File: config.mk
export PLATFORM = sky130hd
export DESIGN_NAME = sparse_term_list_merge_add_unit
export DESIGN_NICKNAME = d
export VERILOG_FILES = /design/src/stlm_pkg.sv /design/src/sparse_term_list_merge_add_unit.sv /design/src/stlm_ctrl.sv /design/src/stlm_datapath.sv
export SDC_FILE = /design/constraint.sdc
export NUM_CORES = 2
export LEC_CHECK = 0
export BUFFER_PORTS_ARGS = -buffer_cell sky130_fd_sc_hd__buf_2
export CAP_MARGIN = 20
export CORE_ASPECT_RATIO = 0.75
export CORE_MARGIN = 5
export CORE_UTILIZATION = 45
export CTS_CLUSTER_DIAMETER = 150
export CTS_CLUSTER_SIZE = 20
export DETAILED_ROUTE_END_ITERATION = 8
export SKIP_LAST_GASP = 1
export SLEW_MARGIN = 20
export SYNTH_ARGS = -nofsm -noshare
export SYNTH_HDL_FRONTEND = slang
export SYNTH_SLANG_ARGS = --single-unit
File: constraint.sdc
create_clock -name aclk -period 5.1 [get_ports aclk]
set_input_delay 1.02 -clock aclk [delete_from_list [all_inputs] [get_ports aclk]]
set_output_delay 1.02 -clock aclk [all_outputs]
set_load 0.01 [all_outputs]
File: src/stlm_pkg.sv
package stlm_pkg;

    // Fixed field widths of the item formats.
    localparam int COEFF_W = 16;
    localparam int SUM_W   = 17;
    localparam int EXP_W   = 8;

    // Defaults for the top-level parameters.
    localparam int MAX_TERMS_DEF = 16;
    localparam int EXP_BITS_DEF  = 8;

    // Operation codes carried in s_tuser.
    localparam logic [1:0] OP_LOAD_FIRST  = 2'd0;
    localparam logic [1:0] OP_LOAD_SECOND = 2'd1;
    localparam logic [1:0] OP_START       = 2'd2;

    typedef enum logic [0:0] {
        ST_IDLE,
        ST_MERGE
    } state_t;

    // Commands from the controller to the datapath.
    typedef struct packed {
        logic load_first;
        logic load_second;
        logic start;
        logic step;
    } cmd_t;

    // Status from the datapath to the controller.
    typedef struct packed {
        logic out_valid;
        logic step_last;
    } status_t;

endpackage

File: src/sparse_term_list_merge_add_unit.sv
// Sparse two-variable polynomial adder. Items on the input stream either load one
// term (coefficient, x exponent, y exponent) into the first or second term list, or
// start a merge; s_tuser selects which. Each list holds up to MAX_TERMS terms and
// should be loaded in descending (x, y) order. A start item merges the two lists in
// that order: terms with equal exponents come out as one term whose coefficient is
// the sum (kept even when it is zero), otherwise the larger term passes unchanged,
// and the remainder of either list follows. The final result of a merge carries
// m_tlast, after which both lists are empty again. When both lists are empty, a
// merge produces one result with term_valid low. A load into a full list is dropped,
// and every result of the following merge then shows the dropped flag. A start item
// puts the block into its merge state, which emits one result per cycle from a single
// head compare and add whenever the output register is free or being read, so a merge
// of lists holding n1 and n2 terms emits between max(n1, n2) and n1 + n2 results, or
// one if both are empty. No new item is taken while a merge runs; a finished result
// waits in the output register while the block takes further loads.
module sparse_term_list_merge_add_unit #(
    parameter int MAX_TERMS = stlm_pkg::MAX_TERMS_DEF,
    parameter int EXP_BITS  = stlm_pkg::EXP_BITS_DEF
) (
    input  logic        aclk,
    input  logic        aresetn,
    input  logic        s_tvalid,
    output logic        s_tready,
    input  logic [31:0] s_tdata,   // coeff[15:0], x_pow[23:16], y_pow[31:24]
    input  logic [1:0]  s_tuser,   // op[1:0]
    output logic        m_tvalid,
    input  logic        m_tready,
    output logic [39:0] m_tdata,   // sum_coeff[16:0], out_x_pow[24:17], out_y_pow[32:25]
    output logic [1:0]  m_tuser,   // term_valid[0], dropped[1]
    output logic        m_tlast
);
    import stlm_pkg::*;

    cmd_t    cmd;
    status_t status;

    // The controller sequences loads and merge steps.
    stlm_ctrl u_ctrl (
        .aclk     (aclk),
        .aresetn  (aresetn),
        .s_tvalid (s_tvalid),
        .s_tready (s_tready),
        .s_tuser  (s_tuser),
        .m_tready (m_tready),
        .status   (status),
        .cmd      (cmd)
    );

    // The datapath holds both term lists, the merge heads and the output register.
    stlm_datapath #(
        .MAX_TERMS (MAX_TERMS),
        .EXP_BITS  (EXP_BITS)
    ) u_datapath (
        .aclk     (aclk),
        .aresetn  (aresetn),
        .cmd      (cmd),
        .status   (status),
        .s_tdata  (s_tdata),
        .m_tdata  (m_tdata),
        .m_tuser  (m_tuser),
        .m_tlast  (m_tlast),
        .m_tvalid (m_tvalid),
        .m_tready (m_tready)
    );

endmodule

File: src/stlm_ctrl.sv
module stlm_ctrl (
    input  logic             aclk,
    input  logic             aresetn,
    input  logic             s_tvalid,
    output logic             s_tready,
    input  logic [1:0]       s_tuser,
    input  logic             m_tready,
    input  stlm_pkg::status_t status,
    output stlm_pkg::cmd_t   cmd
);
    import stlm_pkg::*;

    state_t state_reg;
    state_t state_next;
    logic   accept;
    logic   step_ok;

    assign accept  = s_tvalid && (state_reg == ST_IDLE);
    assign step_ok = (state_reg == ST_MERGE) && (!status.out_valid || m_tready);

    always_ff @(posedge aclk) begin
        if (!aresetn) begin
            state_reg <= ST_IDLE;
        end else begin
            state_reg <= state_next;
        end
    end

    always_comb begin
        state_next = state_reg;
        case (state_reg)
            ST_IDLE: begin
                if (accept && (s_tuser == OP_START)) begin
                    state_next = ST_MERGE;
                end
            end
            ST_MERGE: begin
                if (step_ok && status.step_last) begin
                    state_next = ST_IDLE;
                end
            end
            default: begin
                state_next = ST_IDLE;
            end
        endcase
    end

    always_comb begin
        s_tready        = 1'b0;
        cmd.load_first  = 1'b0;
        cmd.load_second = 1'b0;
        cmd.start       = 1'b0;
        cmd.step        = 1'b0;
        case (state_reg)
            ST_IDLE: begin
                s_tready        = 1'b1;
                cmd.load_first  = accept && (s_tuser == OP_LOAD_FIRST);
                cmd.load_second = accept && (s_tuser == OP_LOAD_SECOND);
                cmd.start       = accept && (s_tuser == OP_START);
            end
            ST_MERGE: begin
                cmd.step = step_ok;
            end
            default: begin
                s_tready = 1'b0;
            end
        endcase
    end

endmodule

File: src/stlm_datapath.sv
module stlm_datapath #(
    parameter int MAX_TERMS = stlm_pkg::MAX_TERMS_DEF,
    parameter int EXP_BITS  = stlm_pkg::EXP_BITS_DEF
) (
    input  logic              aclk,
    input  logic              aresetn,
    input  stlm_pkg::cmd_t    cmd,
    output stlm_pkg::status_t status,
    input  logic [31:0]       s_tdata,
    output logic [39:0]       m_tdata,
    output logic [1:0]        m_tuser,
    output logic              m_tlast,
    output logic              m_tvalid,
    input  logic              m_tready
);
    import stlm_pkg::*;

    localparam int EW = (EXP_BITS < EXP_W) ? EXP_BITS : EXP_W;
    localparam int CW = $clog2(MAX_TERMS + 1);
    localparam int IW = (MAX_TERMS > 1) ? $clog2(MAX_TERMS) : 1;

    // Term stores, one entry per loaded term.
    logic signed [COEFF_W-1:0] coeff_a_mem [MAX_TERMS];
    logic        [EW-1:0]      x_a_mem     [MAX_TERMS];
    logic        [EW-1:0]      y_a_mem     [MAX_TERMS];
    logic signed [COEFF_W-1:0] coeff_b_mem [MAX_TERMS];
    logic        [EW-1:0]      x_b_mem     [MAX_TERMS];
    logic        [EW-1:0]      y_b_mem     [MAX_TERMS];

    logic [CW-1:0] cnt_a_reg, cnt_a_next;
    logic [CW-1:0] cnt_b_reg, cnt_b_next;
    logic [CW-1:0] i_reg, i_next;
    logic [CW-1:0] j_reg, j_next;
    logic          ovf_reg, ovf_next;

    logic [SUM_W-1:0] sum_reg;
    logic [EXP_W-1:0] ox_reg;
    logic [EXP_W-1:0] oy_reg;
    logic             tv_reg;
    logic             last_reg;
    logic             drop_reg;
    logic             valid_reg;

    logic signed [COEFF_W-1:0] ca_reg, cb_reg;
    logic [EW-1:0]             xa_reg, ya_reg, xb_reg, yb_reg;

    logic [COEFF_W-1:0] in_coeff;
    logic [EW-1:0]      in_x;
    logic [EW-1:0]      in_y;
    logic               full_a;
    logic               full_b;

    logic signed [COEFF_W-1:0] ca, cb;
    logic [EW-1:0]      xa, ya, xb, yb;
    logic               a_avail, b_avail;
    logic               a_gt, a_lt;
    logic               take_a, take_b, take_both;
    logic [SUM_W-1:0]   res_coeff;
    logic [EW-1:0]      res_x, res_y;

    assign in_coeff = s_tdata[15:0];
    assign in_x     = s_tdata[16 +: EW];
    assign in_y     = s_tdata[24 +: EW];
    assign full_a   = (cnt_a_reg == CW'(MAX_TERMS));
    assign full_b   = (cnt_b_reg == CW'(MAX_TERMS));

    always_ff @(posedge aclk) begin
        if (cmd.load_first && !full_a) begin
            coeff_a_mem[cnt_a_reg[IW-1:0]] <= in_coeff;
            x_a_mem[cnt_a_reg[IW-1:0]]     <= in_x;
            y_a_mem[cnt_a_reg[IW-1:0]]     <= in_y;
        end
        if (cmd.load_second && !full_b) begin
            coeff_b_mem[cnt_b_reg[IW-1:0]] <= in_coeff;
            x_b_mem[cnt_b_reg[IW-1:0]]     <= in_x;
            y_b_mem[cnt_b_reg[IW-1:0]]     <= in_y;
        end
    end

    // The head registers read the stores at the next indices, so during a merge
    // they always hold the entries that the current indices point at.
    always_ff @(posedge aclk) begin
        ca_reg <= coeff_a_mem[i_next[IW-1:0]];
        xa_reg <= x_a_mem[i_next[IW-1:0]];
        ya_reg <= y_a_mem[i_next[IW-1:0]];
        cb_reg <= coeff_b_mem[j_next[IW-1:0]];
        xb_reg <= x_b_mem[j_next[IW-1:0]];
        yb_reg <= y_b_mem[j_next[IW-1:0]];
    end

    // Heads of both lists and the merge decision.
    assign ca      = ca_reg;
    assign xa      = xa_reg;
    assign ya      = ya_reg;
    assign cb      = cb_reg;
    assign xb      = xb_reg;
    assign yb      = yb_reg;
    assign a_avail = (i_reg < cnt_a_reg);
    assign b_avail = (j_reg < cnt_b_reg);
    assign a_gt    = ({xa, ya} > {xb, yb});
    assign a_lt    = ({xa, ya} < {xb, yb});

    assign take_both = a_avail && b_avail && !a_gt && !a_lt;
    assign take_a    = a_avail && (!b_avail || a_gt);
    assign take_b    = b_avail && (!a_avail || a_lt);

    always_comb begin
        res_coeff = '0;
        res_x     = '0;
        res_y     = '0;
        if (take_both) begin
            res_coeff = SUM_W'({ca[COEFF_W-1], ca}) + SUM_W'({cb[COEFF_W-1], cb});
            res_x     = xa;
            res_y     = ya;
        end else if (take_a) begin
            res_coeff = SUM_W'({ca[COEFF_W-1], ca});
            res_x     = xa;
            res_y     = ya;
        end else if (take_b) begin
            res_coeff = SUM_W'({cb[COEFF_W-1], cb});
            res_x     = xb;
            res_y     = yb;
        end
    end

    always_comb begin
        i_next = i_reg;
        j_next = j_reg;
        if (cmd.start) begin
            i_next = '0;
            j_next = '0;
        end else if (cmd.step) begin
            i_next = i_reg + CW'(take_a || take_both);
            j_next = j_reg + CW'(take_b || take_both);
        end
    end

    // The merge ends once the current step brings both head indices up to their counts.
    assign status.step_last = (i_reg + CW'(take_a || take_both) == cnt_a_reg) &&
                              (j_reg + CW'(take_b || take_both) == cnt_b_reg);
    assign status.out_valid = valid_reg;

    always_comb begin
        cnt_a_next = cnt_a_reg;
        cnt_b_next = cnt_b_reg;
        ovf_next   = ovf_reg;
        if (cmd.load_first) begin
            if (full_a) begin
                ovf_next = 1'b1;
            end else begin
                cnt_a_next = cnt_a_reg + CW'(1);
            end
        end
        if (cmd.load_second) begin
            if (full_b) begin
                ovf_next = 1'b1;
            end else begin
                cnt_b_next = cnt_b_reg + CW'(1);
            end
        end
        if (cmd.step && status.step_last) begin
            cnt_a_next = '0;
            cnt_b_next = '0;
            ovf_next   = 1'b0;
        end
    end

    always_ff @(posedge aclk) begin
        if (!aresetn) begin
            cnt_a_reg <= '0;
            cnt_b_reg <= '0;
            ovf_reg   <= 1'b0;
            i_reg     <= '0;
            j_reg     <= '0;
            valid_reg <= 1'b0;
        end else begin
            cnt_a_reg <= cnt_a_next;
            cnt_b_reg <= cnt_b_next;
            ovf_reg   <= ovf_next;
            i_reg     <= i_next;
            j_reg     <= j_next;
            if (cmd.step) begin
                valid_reg <= 1'b1;
            end else if (m_tready) begin
                valid_reg <= 1'b0;
            end
        end
    end

    always_ff @(posedge aclk) begin
        if (cmd.step) begin
            sum_reg  <= res_coeff;
            ox_reg   <= EXP_W'(res_x);
            oy_reg   <= EXP_W'(res_y);
            tv_reg   <= a_avail || b_avail;
            last_reg <= status.step_last;
            drop_reg <= ovf_reg;
        end
    end

    assign m_tdata  = {7'd0, oy_reg, ox_reg, sum_reg};
    assign m_tuser  = {drop_reg, tv_reg};
    assign m_tlast  = last_reg;
    assign m_tvalid = valid_reg;

`ifndef SYNTHESIS
    a_cnt_bound: assert property (@(posedge aclk) disable iff (!aresetn)
        (cnt_a_reg <= CW'(MAX_TERMS)) && (cnt_b_reg <= CW'(MAX_TERMS)))
        else $error("term count beyond capacity");

    a_step_has_work: assert property (@(posedge aclk) disable iff (!aresetn)
        cmd.step |-> (a_avail || b_avail ||
                      (cnt_a_reg == '0 && cnt_b_reg == '0 && i_reg == '0 && j_reg == '0)))
        else $error("merge step with nothing to emit");

    a_end_clears: assert property (@(posedge aclk) disable iff (!aresetn)
        (cmd.step && status.step_last) |=> (cnt_a_reg == '0 && cnt_b_reg == '0 && !ovf_reg))
        else $error("stores not emptied after the last result");

    a_no_overwrite: assert property (@(posedge aclk) disable iff (!aresetn)
        cmd.step |-> (!valid_reg || m_tready))
        else $error("pending result overwritten");
`endif

endmodule
==> summary.txt <==
Synth
  – Yosys cell types: 71
  – Gate count of the mapped netlist: 2659
  – FF+latch count, synth: 1147
  – Post-synth EDFFs: 1060
  – Synthesis Warnings: 0
  – Cell area after synthesis: 0.04725 sq mm
  – Avg Inst Size Synth: 17.77 sq um
  – Post-synth ARST share: 0%
  – Ys flop type: edfxtp_1
  – Sequential-to-total area share from yosys stat: 71.05%

Detailed routing
  – Drc violations: 0
  – DR iter-0 viols: 1904
  – Post-Route WL: 112.1 mm
  – Routed Antenna Nets: 0
  – 1st-pass router iterations: 5
  – Via count: 23810
  – Vias per cell: 5.585
  – DR WL/cell: 26.30 um

Power and ir drop
  – Clock power frac: 33.8%
  – Pleak: 0.01946 uW
  – Total power: 16530 uW
  – P_sw: 3404 uW
  – P_int: 13120 uW
  – Seq pwr share: 62.6%
  – Logic pwr share: 3.6%
  – Pwr Density: 319.5 mW/mm^2
  – VDD IR-drop max: 307.9 uV
  – Net Sw Frac: 20.59%

STA
  – Final setup fails: 0
  – Final period utilization: 90.33%
  – Normalized max-slew margin: 34.14%
  – RSZ-0062 raised after global routing: no
  – Min Clock Period, post-route: 4.607 ns
  – Final Hold Viols: 0
  – Max Clock Skew: 0.01989 ns
  – Fmax: 217.1 MHz
  – Max Slew Vio Count: 0
  – Worst Tran Pin Value: 0.9857 ns
  – Setup TNS: 0 ns

Clock tree
  – H-tree depth: 3
  – Clk sinks: 1147
  – CTS Hold Bufs: 0
  – Clk buf depth: 3
  – Cts bufs inserted: 67
  – Resize count post-CTS: 0
  – Worst skew pair latency: 0.66 ns
  – Setup bufs post-CTS: 0
  – Clock Tree Root: clkbuf_16
  – CTS tree: yes
  – Clock Pin Slew Worst Setup and Hold Paths: 0.09 ns

Floorplan
  – Top-level port count: 83
  – Die area: 0.1116 sq mm
  – Initial Utilization: 45.10%
  – Site Rows: 103
  – Die X: 384.2 um
  – Core area: 0.1048 sq mm
  – Die height: 290.6 um

Setup path
  – Critical path startpoint category: flop
  – Top delay family on crit path: compound AO/OA/AOI/OAI gates
  – WP buf/inv: 3
  – Crit path kind: reg -> reg
  – Worst Path Max Fanout: 28
  – Critical path required time: 5.61 ns
  – Crit-path most repeated cell: mux2i_1
  – Slowest cell on crit path: dfxtp_1
  – Slowest stage delay, CP: 0.60 ns
  – Worst EP arrival: 5.12 ns
  – Crit-path cells: inv_1 > ha_1 > a21o_1 > a31oi_1 > o21ai_2 > inv_1 > a21oi_4 > ha_1 > nand3_1 > a21o_4 > buf_4 > mux2i_1 > mux2i_1 > mux2i_1 > mux2i_1
  – CP Capture Type: flop

Global routing
  – Largest net degree at the start of global routing: 65
  – GRT overflow: 0
  – Initial antenna violation count: 6
  – Total GRT Usage: 19.83%
  – Number of global-route vias before repair: 23500
  – First-pass GRT wire length: 162.3 mm

Placement
  – Inst Count DP: 4137
  – Count of input and output buffers: 75
  – Post-DP HPWL: 66.43 mm
  – Final GP Congestion: 0.8633

Final layout
  – Final non-filler cell total: 4263
  – Area Overhead vs Synth: 9.480%
  – Share of layout cells above drive strength 1: 10.94%
  – Final net count: 2880

Status
  – Status: finished, final reports clean

Job
  – Max Cap Viol: 0

Min path
  – Hold/Removal Path Class: reg -> reg
path summary, 6_finish.rpt:
kind                                              start                   to  slack [ns]  cells after the start
worst max register to register  u_datapath.cnt_b_reg[2]     u_datapath.ya[3]        0.49                     15
worst min-delay path                 u_datapath.ovf_reg  u_datapath.drop_reg        0.47                      0
worst min register to register       u_datapath.ovf_reg  u_datapath.drop_reg        0.47                      0
worst max-delay path            u_datapath.cnt_b_reg[2]     u_datapath.ya[3]        0.49                     15
cell usage after synthesis, types with 11 or more instances:
master	n	share of area [%]
ha_1	52	1.4
xnor2_1	27	0.50
nand3_1	13	0.14
buf_6	44	1.0
buf_8	11	0.35
nor3_1	22	0.23
inv_1	33	0.26
o21ai_0	15	0.16
nor2_1	64	0.51
buf_4	39	0.62
dfxtp_1	87	3.7
a21o_1	20	0.32
edfxtp_1	1060	67
buf_2	27	0.29
mux2i_1	966	20
nand2_1	30	0.24
a21oi_1	20	0.21
a22o_1	20	0.37
layout by cell type (no fill, tap or decap), types with 3 or more instances in the layout:
master | netlist | final
xnor2_1 | 27 | 27
clkbuf_16 | 0 | 70
a21oi_1 | 20 | 20
o21ai_1 | 3 | 3
o21ai_0 | 15 | 15
a22o_1 | 20 | 20
buf_2 | 27 | 75
clkbuf_1 | 3 | 49
inv_1 | 33 | 33
nor3_1 | 22 | 14
a211oi_1 | 10 | 10
nor2_4 | 2 | 30
nor2b_1 | 4 | 4
o221ai_1 | 3 | 3
ha_1 | 52 | 52
nand2b_1 | 5 | 5
edfxtp_1 | 1060 | 1060
conb_1 | 1 | 7
xor2_1 | 9 | 9
buf_12 | 0 | 27
o21a_1 | 5 | 5
buf_4 | 39 | 82
nand2_1 | 30 | 30
a21o_1 | 20 | 18
mux2i_1 | 966 | 966
nand4_1 | 10 | 10
nor3_2 | 1 | 9
and3_1 | 3 | 3
nor2_1 | 64 | 37
dfxtp_1 | 87 | 87
nand3_1 | 13 | 13
layer usage:
layer  GRT usage (%)  vias up  routed length (um)
met1           30.39    12480               53750
li1                -    10560                   -
met2           30.09      645               49970
met3           3.091      124                6014
met4           4.259        2                2357
met5               0        -                  13
worst reg2reg max path: stages, from the launching register on:
cell and delay [ns]:
dfxtp_1 0.60, inv_1 0.20, ha_1 0.34, a21o_1 0.11, a31oi_1 0.05, o21ai_2 0.46
inv_1 0.17, a21oi_4 0.23, ha_1 0.30, nand3_1 0.13, a21o_4 0.50, buf_4 0.62
mux2i_1 0.26, mux2i_1 0.09, mux2i_1 0.23, mux2i_1 0.18
logic make-up (layout without fill, tap and decap cells):
group | after synthesis | count (layout) | share of synthesized area, %
AO/OA/AOI/OAI | 122 | 122 | 1.923
XOR/XNOR | 36 | 36 | 0.6673
adder cells (fa/ha/maj) | 53 | 53 | 1.419
buffers and inverters | 164 | 343 | 2.685
flip-flops | 1147 | 1147 | 71.05
multiplexers | 966 | 966 | 20.46
other | 1 | 9 | 0.007937
AND/OR/NAND/NOR | 170 | 170 | 1.780
final cells by class:
| class | count | area, sq um |
|---|---|---|
| fillers | 8597 | 53050 |
| flip-flops and latches | 1147 | 33570 |
| multi-input cells | 1354 | 12710 |
| clock buffers | 119 | 1936 |
| well taps | 1417 | 1773 |
| repair buffers | 184 | 1531 |
| inverters | 35 | 131.4 |
| clock inverters | 5 | 70.07 |
| diodes | 2 | 5.005 |
power by group through the flow:
stage | Clock [uW] | Sequential, uW | Combinational [uW]
final | 5590 | 10300 | 593
after CTS | 5760 | 10300 | 592
after global placement | 0 | 10600 | 570
after detailed placement | 0 | 10600 | 589
after global routing | 6090 | 10400 | 647
after floorplan | 0 | 10600 | 337
through the flow:
step | area [sq um] | util (%) | hold slack (ns) | setup slack, ns
after CTS | 51720 | 49.37 | 0.4743 | 0.5269
final | 51730 | 49.37 | 0.4707 | 0.4932
after global placement | 49710 | 47.44 | 0.4369 | 0.7001
after global routing | 51720 | 49.37 | 0.4946 | 0.2703
after floorplan | 47270 | - | 0.4090 | 0.7009
after detailed placement | 49720 | 47.45 | 0.4414 | 0.5599
(Power assumes the default switching activity.)
